[src/esp_pkg.sv]
package esp_pkg;

	localparam int CFG_IDX_W = 3;

	typedef enum logic [CFG_IDX_W-1:0] {
		REG_COEF_NOW   = 3'd0,
		REG_COEF_PREV  = 3'd1,
		REG_COEF_PREV2 = 3'd2,
		REG_SPEED_SCALE = 3'd3,
		REG_LPF_GAIN   = 3'd4,
		REG_INVERT     = 3'd5
	} cfg_reg_t;

	typedef enum logic [1:0] {
		DIR_COAST = 2'd0,
		DIR_FWD   = 2'd1,
		DIR_REV   = 2'd2
	} dir_t;

	typedef enum logic [3:0] {
		ST_IDLE,
		ST_MUL_RAW,
		ST_LPF_A,
		ST_LPF_B,
		ST_LPF_C,
		ST_FILT,
		ST_ERR,
		ST_P0,
		ST_P1,
		ST_P2,
		ST_P3,
		ST_UPD,
		ST_CLAMP,
		ST_DONE
	} state_t;

	typedef enum logic [2:0] {
		OP_RAW,
		OP_LPF_NEW,
		OP_LPF_OLD,
		OP_ERR0,
		OP_ERR1,
		OP_ERR2
	} op_sel_t;

	typedef struct packed {
		op_sel_t op_sel;
		logic    acc_en;
		logic    acc_clr;
		logic    win_clr;
		logic    filt_ld;
		logic    err_ld;
		logic    upd_ld;
		logic    clamp_ld;
		logic    out_ld;
	} ctl_t;

	localparam int MAC_W = 33;
	localparam int PROD_W = 2 * MAC_W;

	localparam logic [16:0] LPF_ONE = 17'h1_0000;
	localparam logic signed [31:0] LIMIT_Q = 32'sh00FF_0000;
	localparam logic signed [31:0] NEG_LIMIT_Q = -32'sh00FF_0000;
	localparam logic signed [15:0] WIN_MAX = 16'sh7FFF;
	localparam logic signed [15:0] WIN_MIN = -16'sh8000;
	localparam logic [7:0] DUTY_MAX = 8'd255;

	function automatic logic signed [31:0] sat32(input logic signed [PROD_W-1:0] v);
		logic signed [31:0] r;
		if (v[PROD_W-1:31] == '0 || v[PROD_W-1:31] == '1) begin
			r = v[31:0];
		end else if (v[PROD_W-1]) begin
			r = 32'sh8000_0000;
		end else begin
			r = 32'sh7FFF_FFFF;
		end
		return r;
	endfunction

endpackage

[src/encoder_speed_pid_motor_drive.sv]
// Incremental PID speed controller for one wheel. An encoder item (cmd 0) updates the
// position and window counts and returns the held outputs. A tick with a zero setpoint
// coasts the wheel and clears the errors. A control tick steps one shared 33x33 multiplier
// with a registered product and a 66-bit accumulator through the raw speed, the two
// low-pass filter terms and the three PID terms. in_stall stays high while a tick runs. A
// finished result sits in an output register, so the next item is accepted while it waits.
// Configuration registers change at once: the user must write them between items for them
// to take effect on the next item; the block does not enforce this. cfg_ready is always high.
module encoder_speed_pid_motor_drive (
	input  logic                             clk,
	input  logic                             arst_n,
	input  logic                             in_valid,
	output logic                             in_stall,
	input  logic                             cmd,
	input  logic                             enc_a,
	input  logic                             enc_b,
	input  logic signed [31:0]               target_speed,
	output logic                             out_valid,
	input  logic                             out_stall,
	output logic [7:0]                       duty,
	output logic [1:0]                       drive_dir,
	output logic signed [31:0]               speed_now,
	output logic signed [31:0]               position,
	input  logic                             cfg_valid,
	output logic                             cfg_ready,
	input  logic [esp_pkg::CFG_IDX_W-1:0]    cfg_index,
	input  logic [31:0]                      cfg_data
);

	logic signed [31:0] coef_now_q;
	logic signed [31:0] coef_prev_q;
	logic signed [31:0] coef_prev2_q;
	logic [31:0]        scale_q;
	logic [16:0]        lpf_gain_q;
	logic               invert_q;

	logic signed [31:0] position_q;
	logic signed [15:0] win_q;
	logic signed [31:0] filt_q;
	logic signed [31:0] err_now_q;
	logic signed [31:0] err_last_q;
	logic signed [31:0] err_before_q;
	logic signed [31:0] out_last_q;
	logic [7:0]         duty_held_q;
	logic [1:0]         dir_held_q;
	logic signed [31:0] target_q;

	logic               out_valid_q;
	logic [7:0]         duty_out_q;
	logic [1:0]         dir_out_q;
	logic signed [31:0] speed_out_q;
	logic signed [31:0] position_out_q;

	esp_pkg::ctl_t      ctl;
	logic               busy;
	logic               in_acc;
	logic               tgt_zero;
	logic               out_free;
	logic               up;

	logic [16:0]        gain_eff;
	logic [16:0]        gain_rest;
	logic signed [31:0] raw_sat;
	logic signed [esp_pkg::MAC_W-1:0]  op_a;
	logic signed [esp_pkg::MAC_W-1:0]  op_b;
	logic signed [esp_pkg::PROD_W-1:0] prod;
	logic signed [esp_pkg::PROD_W-1:0] acc;
	logic signed [esp_pkg::PROD_W-1:0] acc_floor;
	logic signed [esp_pkg::PROD_W-1:0] err_diff;
	logic signed [esp_pkg::PROD_W-1:0] upd_sum;
	logic signed [31:0] neg_u;
	logic [7:0]         duty_d;
	logic [1:0]         dir_d;

	assign cfg_ready = 1'b1;
	assign in_stall  = busy;
	assign in_acc    = in_valid && !busy;
	assign tgt_zero  = (target_speed == '0);
	assign out_free  = !out_valid_q || !out_stall;
	assign up        = (enc_a == enc_b) ^ invert_q;

	esp_seq u_seq (
		.clk      (clk),
		.arst_n   (arst_n),
		.in_valid (in_valid),
		.cmd      (cmd),
		.tgt_zero (tgt_zero),
		.out_free (out_free),
		.busy     (busy),
		.ctl      (ctl)
	);

	esp_mac u_mac (
		.clk  (clk),
		.ctl  (ctl),
		.op_a (op_a),
		.op_b (op_b),
		.prod (prod),
		.acc  (acc)
	);

	assign gain_eff  = lpf_gain_q[16] ? esp_pkg::LPF_ONE : lpf_gain_q;
	assign gain_rest = esp_pkg::LPF_ONE - gain_eff;
	assign raw_sat   = esp_pkg::sat32(prod);
	assign acc_floor = acc >>> 16;
	assign err_diff  = {{34{target_q[31]}}, target_q} - {{34{filt_q[31]}}, filt_q};
	assign upd_sum   = {{34{out_last_q[31]}}, out_last_q} + acc_floor;

	always_comb begin
		unique case (ctl.op_sel)
			esp_pkg::OP_RAW: begin
				op_a = {{17{win_q[15]}}, win_q};
				op_b = {1'b0, scale_q};
			end
			esp_pkg::OP_LPF_NEW: begin
				op_a = {raw_sat[31], raw_sat};
				op_b = {16'd0, gain_eff};
			end
			esp_pkg::OP_LPF_OLD: begin
				op_a = {filt_q[31], filt_q};
				op_b = {16'd0, gain_rest};
			end
			esp_pkg::OP_ERR0: begin
				op_a = {coef_now_q[31], coef_now_q};
				op_b = {err_now_q[31], err_now_q};
			end
			esp_pkg::OP_ERR1: begin
				op_a = {coef_prev_q[31], coef_prev_q};
				op_b = {err_last_q[31], err_last_q};
			end
			esp_pkg::OP_ERR2: begin
				op_a = {coef_prev2_q[31], coef_prev2_q};
				op_b = {err_before_q[31], err_before_q};
			end
			default: begin
				op_a = '0;
				op_b = '0;
			end
		endcase
	end

	always_comb begin
		neg_u = -out_last_q;
		priority if (out_last_q > esp_pkg::LIMIT_Q) begin
			duty_d = esp_pkg::DUTY_MAX;
			dir_d  = esp_pkg::DIR_FWD;
		end else if (out_last_q > 32'sd0) begin
			duty_d = out_last_q[23:16];
			dir_d  = esp_pkg::DIR_FWD;
		end else if (out_last_q < esp_pkg::NEG_LIMIT_Q) begin
			duty_d = esp_pkg::DUTY_MAX;
			dir_d  = esp_pkg::DIR_REV;
		end else if (out_last_q < 32'sd0) begin
			duty_d = neg_u[23:16];
			dir_d  = esp_pkg::DIR_REV;
		end else begin
			duty_d = '0;
			dir_d  = esp_pkg::DIR_COAST;
		end
	end

	always_ff @(posedge clk or negedge arst_n) begin
		if (!arst_n) begin
			coef_now_q   <= '0;
			coef_prev_q  <= '0;
			coef_prev2_q <= '0;
			scale_q      <= '0;
			lpf_gain_q   <= esp_pkg::LPF_ONE;
			invert_q     <= 1'b0;
		end else if (cfg_valid && cfg_ready) begin
			unique case (cfg_index)
				esp_pkg::REG_COEF_NOW:    coef_now_q   <= cfg_data;
				esp_pkg::REG_COEF_PREV:   coef_prev_q  <= cfg_data;
				esp_pkg::REG_COEF_PREV2:  coef_prev2_q <= cfg_data;
				esp_pkg::REG_SPEED_SCALE: scale_q      <= cfg_data;
				esp_pkg::REG_LPF_GAIN:    lpf_gain_q   <= cfg_data[16:0];
				esp_pkg::REG_INVERT:      invert_q     <= cfg_data[0];
				default: begin
				end
			endcase
		end
	end

	always_ff @(posedge clk or negedge arst_n) begin
		if (!arst_n) begin
			position_q   <= '0;
			win_q        <= '0;
			filt_q       <= '0;
			err_last_q   <= '0;
			err_before_q <= '0;
			out_last_q   <= '0;
			duty_held_q  <= '0;
			dir_held_q   <= esp_pkg::DIR_COAST;
		end else begin
			if (in_acc && !cmd) begin
				if (up) begin
					position_q <= position_q + 32'sd1;
					if (win_q != esp_pkg::WIN_MAX) begin
						win_q <= win_q + 16'sd1;
					end
				end else begin
					position_q <= position_q - 32'sd1;
					if (win_q != esp_pkg::WIN_MIN) begin
						win_q <= win_q - 16'sd1;
					end
				end
			end
			if (in_acc && cmd && tgt_zero) begin
				win_q        <= '0;
				filt_q       <= '0;
				err_last_q   <= '0;
				err_before_q <= '0;
				duty_held_q  <= '0;
				dir_held_q   <= esp_pkg::DIR_COAST;
			end
			if (ctl.win_clr) begin
				win_q <= '0;
			end
			if (ctl.filt_ld) begin
				filt_q <= acc_floor[31:0];
			end
			if (ctl.upd_ld) begin
				out_last_q   <= esp_pkg::sat32(upd_sum);
				err_before_q <= err_last_q;
				err_last_q   <= err_now_q;
			end
			if (ctl.clamp_ld) begin
				duty_held_q <= duty_d;
				dir_held_q  <= dir_d;
			end
		end
	end

	always_ff @(posedge clk) begin
		if (in_acc) begin
			target_q <= target_speed;
		end
		if (ctl.err_ld) begin
			err_now_q <= esp_pkg::sat32(err_diff);
		end
		if (ctl.out_ld) begin
			duty_out_q     <= duty_held_q;
			dir_out_q      <= dir_held_q;
			speed_out_q    <= filt_q;
			position_out_q <= position_q;
		end
	end

	always_ff @(posedge clk or negedge arst_n) begin
		if (!arst_n) begin
			out_valid_q <= 1'b0;
		end else if (ctl.out_ld) begin
			out_valid_q <= 1'b1;
		end else if (!out_stall) begin
			out_valid_q <= 1'b0;
		end
	end

	assign out_valid = out_valid_q;
	assign duty      = duty_out_q;
	assign drive_dir = dir_out_q;
	assign speed_now = speed_out_q;
	assign position  = position_out_q;

	a_busy_after_accept: assert property (@(posedge clk) disable iff (!arst_n)
		in_valid && !in_stall |=> in_stall)
		else $error("input accepted on consecutive cycles");

	a_coast_no_duty: assert property (@(posedge clk) disable iff (!arst_n)
		dir_held_q == esp_pkg::DIR_COAST |-> duty_held_q == '0)
		else $error("coast with nonzero duty");

	a_duty_has_dir: assert property (@(posedge clk) disable iff (!arst_n)
		ctl.out_ld |=> out_valid && (duty != '0) |-> (drive_dir != esp_pkg::DIR_COAST))
		else $error("duty driven without direction");

	a_load_when_free: assert property (@(posedge clk) disable iff (!arst_n)
		ctl.out_ld |-> out_free)
		else $error("result loaded over a pending item");

endmodule

[src/esp_mac.sv]
module esp_mac (
	input  logic                                  clk,
	input  esp_pkg::ctl_t                         ctl,
	input  logic signed [esp_pkg::MAC_W-1:0]      op_a,
	input  logic signed [esp_pkg::MAC_W-1:0]      op_b,
	output logic signed [esp_pkg::PROD_W-1:0]     prod,
	output logic signed [esp_pkg::PROD_W-1:0]     acc
);

	logic signed [esp_pkg::PROD_W-1:0] prod_s1;
	logic signed [esp_pkg::PROD_W-1:0] acc_q;

	always_ff @(posedge clk) begin
		prod_s1 <= op_a * op_b;
		if (ctl.acc_en) begin
			acc_q <= (ctl.acc_clr ? '0 : acc_q) + prod_s1;
		end
	end

	assign prod = prod_s1;
	assign acc  = acc_q;

endmodule

[src/esp_seq.sv]
module esp_seq (
	input  logic          clk,
	input  logic          arst_n,
	input  logic          in_valid,
	input  logic          cmd,
	input  logic          tgt_zero,
	input  logic          out_free,
	output logic          busy,
	output esp_pkg::ctl_t ctl
);

	esp_pkg::state_t state_q;
	esp_pkg::state_t state_d;

	always_ff @(posedge clk or negedge arst_n) begin
		if (!arst_n) begin
			state_q <= esp_pkg::ST_IDLE;
		end else begin
			state_q <= state_d;
		end
	end

	always_comb begin
		state_d = state_q;
		ctl = '0;
		ctl.op_sel = esp_pkg::OP_RAW;
		busy = (state_q != esp_pkg::ST_IDLE);
		unique case (state_q)
			esp_pkg::ST_IDLE: begin
				if (in_valid) begin
					state_d = (cmd && !tgt_zero) ? esp_pkg::ST_MUL_RAW : esp_pkg::ST_DONE;
				end
			end
			esp_pkg::ST_MUL_RAW: begin
				ctl.op_sel = esp_pkg::OP_RAW;
				state_d = esp_pkg::ST_LPF_A;
			end
			esp_pkg::ST_LPF_A: begin
				ctl.op_sel = esp_pkg::OP_LPF_NEW;
				ctl.win_clr = 1'b1;
				state_d = esp_pkg::ST_LPF_B;
			end
			esp_pkg::ST_LPF_B: begin
				ctl.op_sel = esp_pkg::OP_LPF_OLD;
				ctl.acc_en = 1'b1;
				ctl.acc_clr = 1'b1;
				state_d = esp_pkg::ST_LPF_C;
			end
			esp_pkg::ST_LPF_C: begin
				ctl.acc_en = 1'b1;
				state_d = esp_pkg::ST_FILT;
			end
			esp_pkg::ST_FILT: begin
				ctl.filt_ld = 1'b1;
				state_d = esp_pkg::ST_ERR;
			end
			esp_pkg::ST_ERR: begin
				ctl.err_ld = 1'b1;
				state_d = esp_pkg::ST_P0;
			end
			esp_pkg::ST_P0: begin
				ctl.op_sel = esp_pkg::OP_ERR0;
				state_d = esp_pkg::ST_P1;
			end
			esp_pkg::ST_P1: begin
				ctl.op_sel = esp_pkg::OP_ERR1;
				ctl.acc_en = 1'b1;
				ctl.acc_clr = 1'b1;
				state_d = esp_pkg::ST_P2;
			end
			esp_pkg::ST_P2: begin
				ctl.op_sel = esp_pkg::OP_ERR2;
				ctl.acc_en = 1'b1;
				state_d = esp_pkg::ST_P3;
			end
			esp_pkg::ST_P3: begin
				ctl.acc_en = 1'b1;
				state_d = esp_pkg::ST_UPD;
			end
			esp_pkg::ST_UPD: begin
				ctl.upd_ld = 1'b1;
				state_d = esp_pkg::ST_CLAMP;
			end
			esp_pkg::ST_CLAMP: begin
				ctl.clamp_ld = 1'b1;
				state_d = esp_pkg::ST_DONE;
			end
			esp_pkg::ST_DONE: begin
				if (out_free) begin
					ctl.out_ld = 1'b1;
					state_d = esp_pkg::ST_IDLE;
				end
			end
			default: begin
				state_d = esp_pkg::ST_IDLE;
			end
		endcase
	end

endmodule

[config.mk]
export PLATFORM = sky130hd
export DESIGN_NAME = encoder_speed_pid_motor_drive
export DESIGN_NICKNAME = d
export VERILOG_FILES = /design/src/esp_pkg.sv /design/src/encoder_speed_pid_motor_drive.sv /design/src/esp_mac.sv /design/src/esp_seq.sv
export SDC_FILE = /design/constraint.sdc
export NUM_CORES = 2
export LEC_CHECK = 0
export BUFFER_PORTS_ARGS = -buffer_cell sky130_fd_sc_hd__clkbuf_2
export CORE_ASPECT_RATIO = 1.2
export CORE_MARGIN = 8
export CORE_UTILIZATION = 30
export DETAILED_ROUTE_END_ITERATION = 10
export GPL_TIMING_DRIVEN = 0
export SYNTH_ARGS = -nofsm -noshare
export SYNTH_HDL_FRONTEND = slang
export SYNTH_SLANG_ARGS = --single-unit
[constraint.sdc]
create_clock -name clk -period 25.5 [get_ports clk]
set_input_delay 1.275 -clock clk [delete_from_list [all_inputs] [get_ports clk]]
set_output_delay 1.275 -clock clk [all_outputs]
set_load 0.02 [all_outputs]
### After elaboration in Yosys (flattened, before gate mapping)

Cells that the tools add are included.
Widths: inputs -> output; s select.

* word-level logic and storage cells: 158
* bits of input ports: 75
* flip-flop bits (word level): 607

* multipliers: 1
* bitwise gates (word level): 1
* $add $sub $neg: 9
* reduce and logical (&&, ||, !) cells: 37
* $lt $le $gt $ge: 4
* equality and inequality tests: 33
* mux-type cells: 49

Operators with widths (count)
* $pmux 33 s6: 2
* $mux 32: 11
* $eq 35x35->1 const B: 3
* $logic_not 35->1: 3
* $mux 16: 6
* $add 66x66->66: 1
* $mul 33x33->66: 1
* $mux 66: 1
* $pmux 4 s14: 1
* $add 32x50->51: 1
* $mux 8: 6
* $sub 32x32->33: 1
* $add 32x2->32 const B: 1
* $gt 32x1->1 const B: 1
* $gt 32x25->1 const B: 1
* $logic_not 32->1: 1
* $lt 32x1->1 const B: 1
* $lt 32x25->1 const B: 1
* $ne 16x16->1 const B: 2
* $sub 32x2->32 const B: 1
* $eq 4x4->1 const B: 6
* $neg 24->24: 1
* $mux 17: 1
* $sub 17x17->17 const A: 1
* other kinds (29): 79

### Depth between registers and ports, before layout

* depth in word-level cells: 7
* gate-level depth with buffers: 42
* gate-level depth less buffers: 40

### By module

From an unflattened synthesis, not the netlist that was laid out.

* cell total of the unflattened synthesis: 7913
* area, all modules: 74407.6 um2

Modules (own cells, without submodules)
* esp_mac: area an instance 46510.9 um2, times used 1, seq. area each 3303.2 um2, cells each 5022
* encoder_speed_pid_motor_drive: area an instance 27406.3 um2, times used 1, seq. area each 12478.2 um2, cells each 2834
* esp_seq: area an instance 490.5 um2, times used 1, seq. area each 100.1 um2, cells each 57

### Worst setup path after synthesis

No wires, ideal clock.

* path kind: reg2reg
* start point: register lpf_gain_q[16]
* end point: register u_mac.prod_s1, in the netlist u_mac.prod[63]
* arrival time: 10293 ps
* path slack: 15135 ps
* stages on the path, launching flop included: 38
* setup time: 72 ps
* path buffers: 2
* cells stage by stage: dfstp_2 -> clkbuf_1 -> clkinv_1 -> nand2_1 -> nand3_1 -> nor2_1 -> nand2_1 -> o21ai_0 -> o21ai_0 -> and2_1 -> a2111oi_0 -> clkbuf_1 -> nor2_1 -> fa_1 -> fa_1 -> fa_1 -> inv_1 -> fa_1 -> [... 2 more ...] -> fa_1 -> fa_1 -> inv_1 -> fa_1 -> inv_1 -> ha_1 -> a2111oi_0 -> a211o_1 -> o31ai_1 -> o211ai_1 -> o22ai_1 -> a221o_1 -> a21oi_1 -> o21ai_0 -> a21oi_1 -> o21ai_0 -> a2111oi_0 -> xnor2_1

* cells in the longest elaborated chain, start to end: 4

RTL lines
* start: declaration: RTL line encoder_speed_pid_motor_drive.sv:34 `logic [16:0] lpf_gain_q;`
* start signal: assignment: RTL line encoder_speed_pid_motor_drive.sv:168 `lpf_gain_q <= esp_pkg::LPF_ONE;`
* start signal: assignment: RTL line encoder_speed_pid_motor_drive.sv:176 `esp_pkg::REG_LPF_GAIN: lpf_gain_q <= cfg_data[16:0];`
* $mux 17 (*): RTL line encoder_speed_pid_motor_drive.sv:102 `assign gain_eff = lpf_gain_q[16] ? esp_pkg::LPF_ONE : lpf_gain_q;`
* $sub 17x17->17: RTL line encoder_speed_pid_motor_drive.sv:103 `assign gain_rest = esp_pkg::LPF_ONE - gain_eff;`
* $pmux 33 s6 (*): RTL line encoder_speed_pid_motor_drive.sv:110 `unique case (ctl.op_sel)`
* $mul 33x33->66 (*): RTL line esp_mac.sv:14 `prod_s1 <= op_a * op_b;`
* end signal: assignment: RTL line esp_mac.sv:14
* end: declaration: RTL line esp_mac.sv:10 `logic signed [esp_pkg::PROD_W-1:0] prod_s1;`

Every way passes the cells marked *; elsewhere a longest branch is shown, timed or not.
A chain may end at the register's enable or synchronous reset.

### Worst setup path in the final report

* start point: register lpf_gain_q[16]
* end point: register u_mac.prod_s1, in the netlist u_mac.prod[64]

Same word-level chain as after synthesis.

==> metrics.md <==
| Metric | Value |
|---|---|
| Status | complete, but fails checks |
| Failing checks | max-capacitance violations, max-slew violations |
| WP data arrival | 15.09 ns |
| CP required | 26.04 ns |
| Cts bufs inserted | 66 |
| Chip Width | 461 um |
| Area of the mapped netlist | between 0.07 and 0.08 mm2 |
| Routed WL | 285000 um |
| First DRT Iteration DRCs | 5329 |
| IO Pins | 152 |
| Wirelength per Cell | 25.7 um |
| Slew headroom | -1.64% |
| CTS tree | done |
| Critical path fanouts, max | 10 |
| Critical-path top delay cell | clkbuf_1 |
| Row count | 196 |
| R2R Setup Slk | 10.95 ns |
| Starting density of the core | 30.1% |
| DR pass1 iterations | 9 |
| Post-synth top area share | 31.7% |
| EDFF count, synth | between 200 and 250 |
| Final GP Congestion | around 1.0 |
| Placed cells | about 11000 |
| Seq/Total Area, Yosys | 22.3% |
| Worst min-delay path class | flop to flop |
| Clock Latency Late Sink | between 0.6 and 0.7 ns |
| CP peak stage delay | around 0.89 ns |
| Worst Setup Path Type | flop to flop |
| Highest Clock Rate | 0.0687 GHz |
| Final net count | 9484 |
| Critical path's most frequent cell | fa_1 |
| Clock buffer depth | 3 |
| Pin count of the biggest net entering global routing | 100 |
| Ys async rst share | 55.5% |
| Number of fill cells | about 25000 |
| Yosys warnings | 0 |
| Crit share post-route | 57.1% |
| First-pass GRT wire length | 411000 um |
| Synthesized Nets | 9231 |
| Post-CTS Hold Fix Bufs | 0 |
| #FFs+latches synth | between 600 and 700 |
| Clock sinks | roughly 610 |
| Post-synth top flop | dfrtp_1 |
| Clock-pin transition on the worst setup and hold timing paths | 0.06 ns |
| Total GRT Usage | 22.1% |
| Vias in the first global route | 59900 |
| Die Y-Extent | around 550 um |
| H-tree lvl count | 3 |
| Die ar. | approximately 0.25 mm2 |
| Unrepaired setup endpoints after global routing | false |
| DR vias | 58100 |
| Global route overflow | 0 |
| Cells after synthesis | around 7600 |
| Core area | 0.237 mm2 |
| Setup_tns | 0 ns |
| Post-CTS setup buffer count | 0 |
| Syn Area/Cell | 9.35 um2 |
| Worst-Margin Slew | 1.52 ns |
| Synth area leaders | fa_1 (32%), dfrtp_1 (12%), edfxtp_1 (8.6%) |
| Fin. Hold Viols | 0 |
| Layout area overhead | 10.8% |
| Util after Layout | 33.3% |
| Resize count post-CTS | 0 |
| Via/cell ratio | 5.23 |
| Root Buffer | clkbuf_16 |
| DP HPWL | 239000 um |
| Startpoint types | flop |
| Crit path capture type | flop |
| Leading area contributor after synthesis | fa_1 |
| Final std cells w/o fill | between 10000 and 15000 |
| Total of max-cap violations | 5 |
| Clock Skew | 0.0424 ns |
| IO buf count | 150 |
| # setup viols final | 0 |
| Drt drc | 0 |
| Tmin final | 14.55 ns |
| Slew Viols, Final | 19 |
| Antenna Violating Nets Remaining | 0 |
| Distinct cell type count after synthesis | 94 |
| Share of cells above drive strength 1 | 6.56% |
| Antenna violations before repair | 27 |
-- cell families (layout without fill, tap and decap cells) --
kind of cell    Yosys count  after routing  synth area share, %
mux                     148            148                 2.33
compound gates         1201           1201                 11.2
fa+ha+maj              1541           1541                 38.9
xor+xnor                246            246                 3.02
simple gates           2245           2245                 13.5
flops                   607            607                 22.3
other cells               1             13              0.00526
buf+inv                1630           1937                 8.69
-- cell usage after synthesis (all sizes together), types with 16 or more instances --
master,number
o21ai,295
and3,31
a22oi,74
o21a,32
xor2,87
o31ai,46
xnor2,159
edfxtp,204
a21oi,274
a21o,138
nor3,61
nand2,1106
fa,1128
nor2b,29
a211o,23
o2111ai,21
mux2,145
a222oi,17
and4,16
nand4,64
a31oi,26
dfxtp,66
dfrtp,336
nand3,58
ha,409
nor2,644
buf,31
clkbuf,333
a211oi,48
o21bai,43
inv,1265
nand2b,48
o2111a,18
nor4,42
and2,97
-- through the flow --
step	hold WS, ns	cell area [um2]	setup slack (ns)
5_1_grt	0.465	78900	10.83
3_5_place_dp	0.441	76600	11.49
4_1_cts	0.456	78900	11.47
2_1_floorplan	0.425	71200	15.14
3_3_place_gp	0.437	76000	8.33
6_report	0.452	78900	10.95
-- worst max-delay path: cells and delay by family (launching register included) --
kind	cells	cell delay [ns]
XOR/XNOR	1	0.22
AND/OR/NAND/NOR	7	1.30
adder cells (fa/ha/maj)	10	4.70
flip-flops	1	0.52
buffers and inverters	10	2.82
AO/OA/AOI/OAI	13	4.79
-- layout by cell type (no fill, tap or decap), types with 48 or more instances in the layout --
| cell | instances |
|---|---|
| edfxtp_1 | 204 |
| xor2_1 | 87 |
| ha_1 | 409 |
| nand3_1 | 58 |
| clkbuf_16 | 68 |
| a22oi_1 | 73 |
| clkbuf_1 | 338 |
| mux2_2 | 145 |
| fa_1 | 1128 |
| xnor2_1 | 159 |
| dfrtp_1 | 336 |
| nand2_1 | 1106 |
| nor2_1 | 643 |
| and2_1 | 96 |
| dfxtp_1 | 66 |
| a21oi_1 | 273 |
| clkbuf_2 | 152 |
| nand4_1 | 64 |
| a21o_1 | 138 |
| o21ai_0 | 268 |
| inv_1 | 1263 |
| nand2b_1 | 48 |
| nor3_1 | 59 |
-- worst paths after layout --
check,from,to,cells after the start
setup / recovery,lpf_gain_q[16],u_mac.prod[64],41
hold / removal,dir_held_q[1],drive_dir[1],0
setup reg to reg,lpf_gain_q[16],u_mac.prod[64],41
hold reg to reg,dir_held_q[1],drive_dir[1],0
max in group asynchronous,arst_n,position_q[6],3
min in group asynchronous,arst_n,dir_held_q[1],1
-- routing by layer --
metal	GRT usage (%)	vias up	share of wire, %
li1	-	25000	-
met1	25.9	29600	37
met3	3.61	800	7.0
met5	0	-	0.019
met2	37.0	2699	47
met4	14.8	8	8.4
-- final cells by class --
class	instances	area (um2)	share of cell area [%]
Multi-Input combinational cell	5382	49400	62.5
Sequential cell	607	15900	20.1
Inverter	1266	4750	6.02
Tap cell	3168	3960	5.02
Clock buffer	80	1790	2.26
Buffer	364	1440	1.82
Timing Repair Buffer	185	1240	1.57
Clock inverter	42	477	0.604
Antenna cell	12	30.0	0.0380
Power is not shown: default switching activity piles up to over one toggle a cycle in this logic, so the estimate is an artifact.
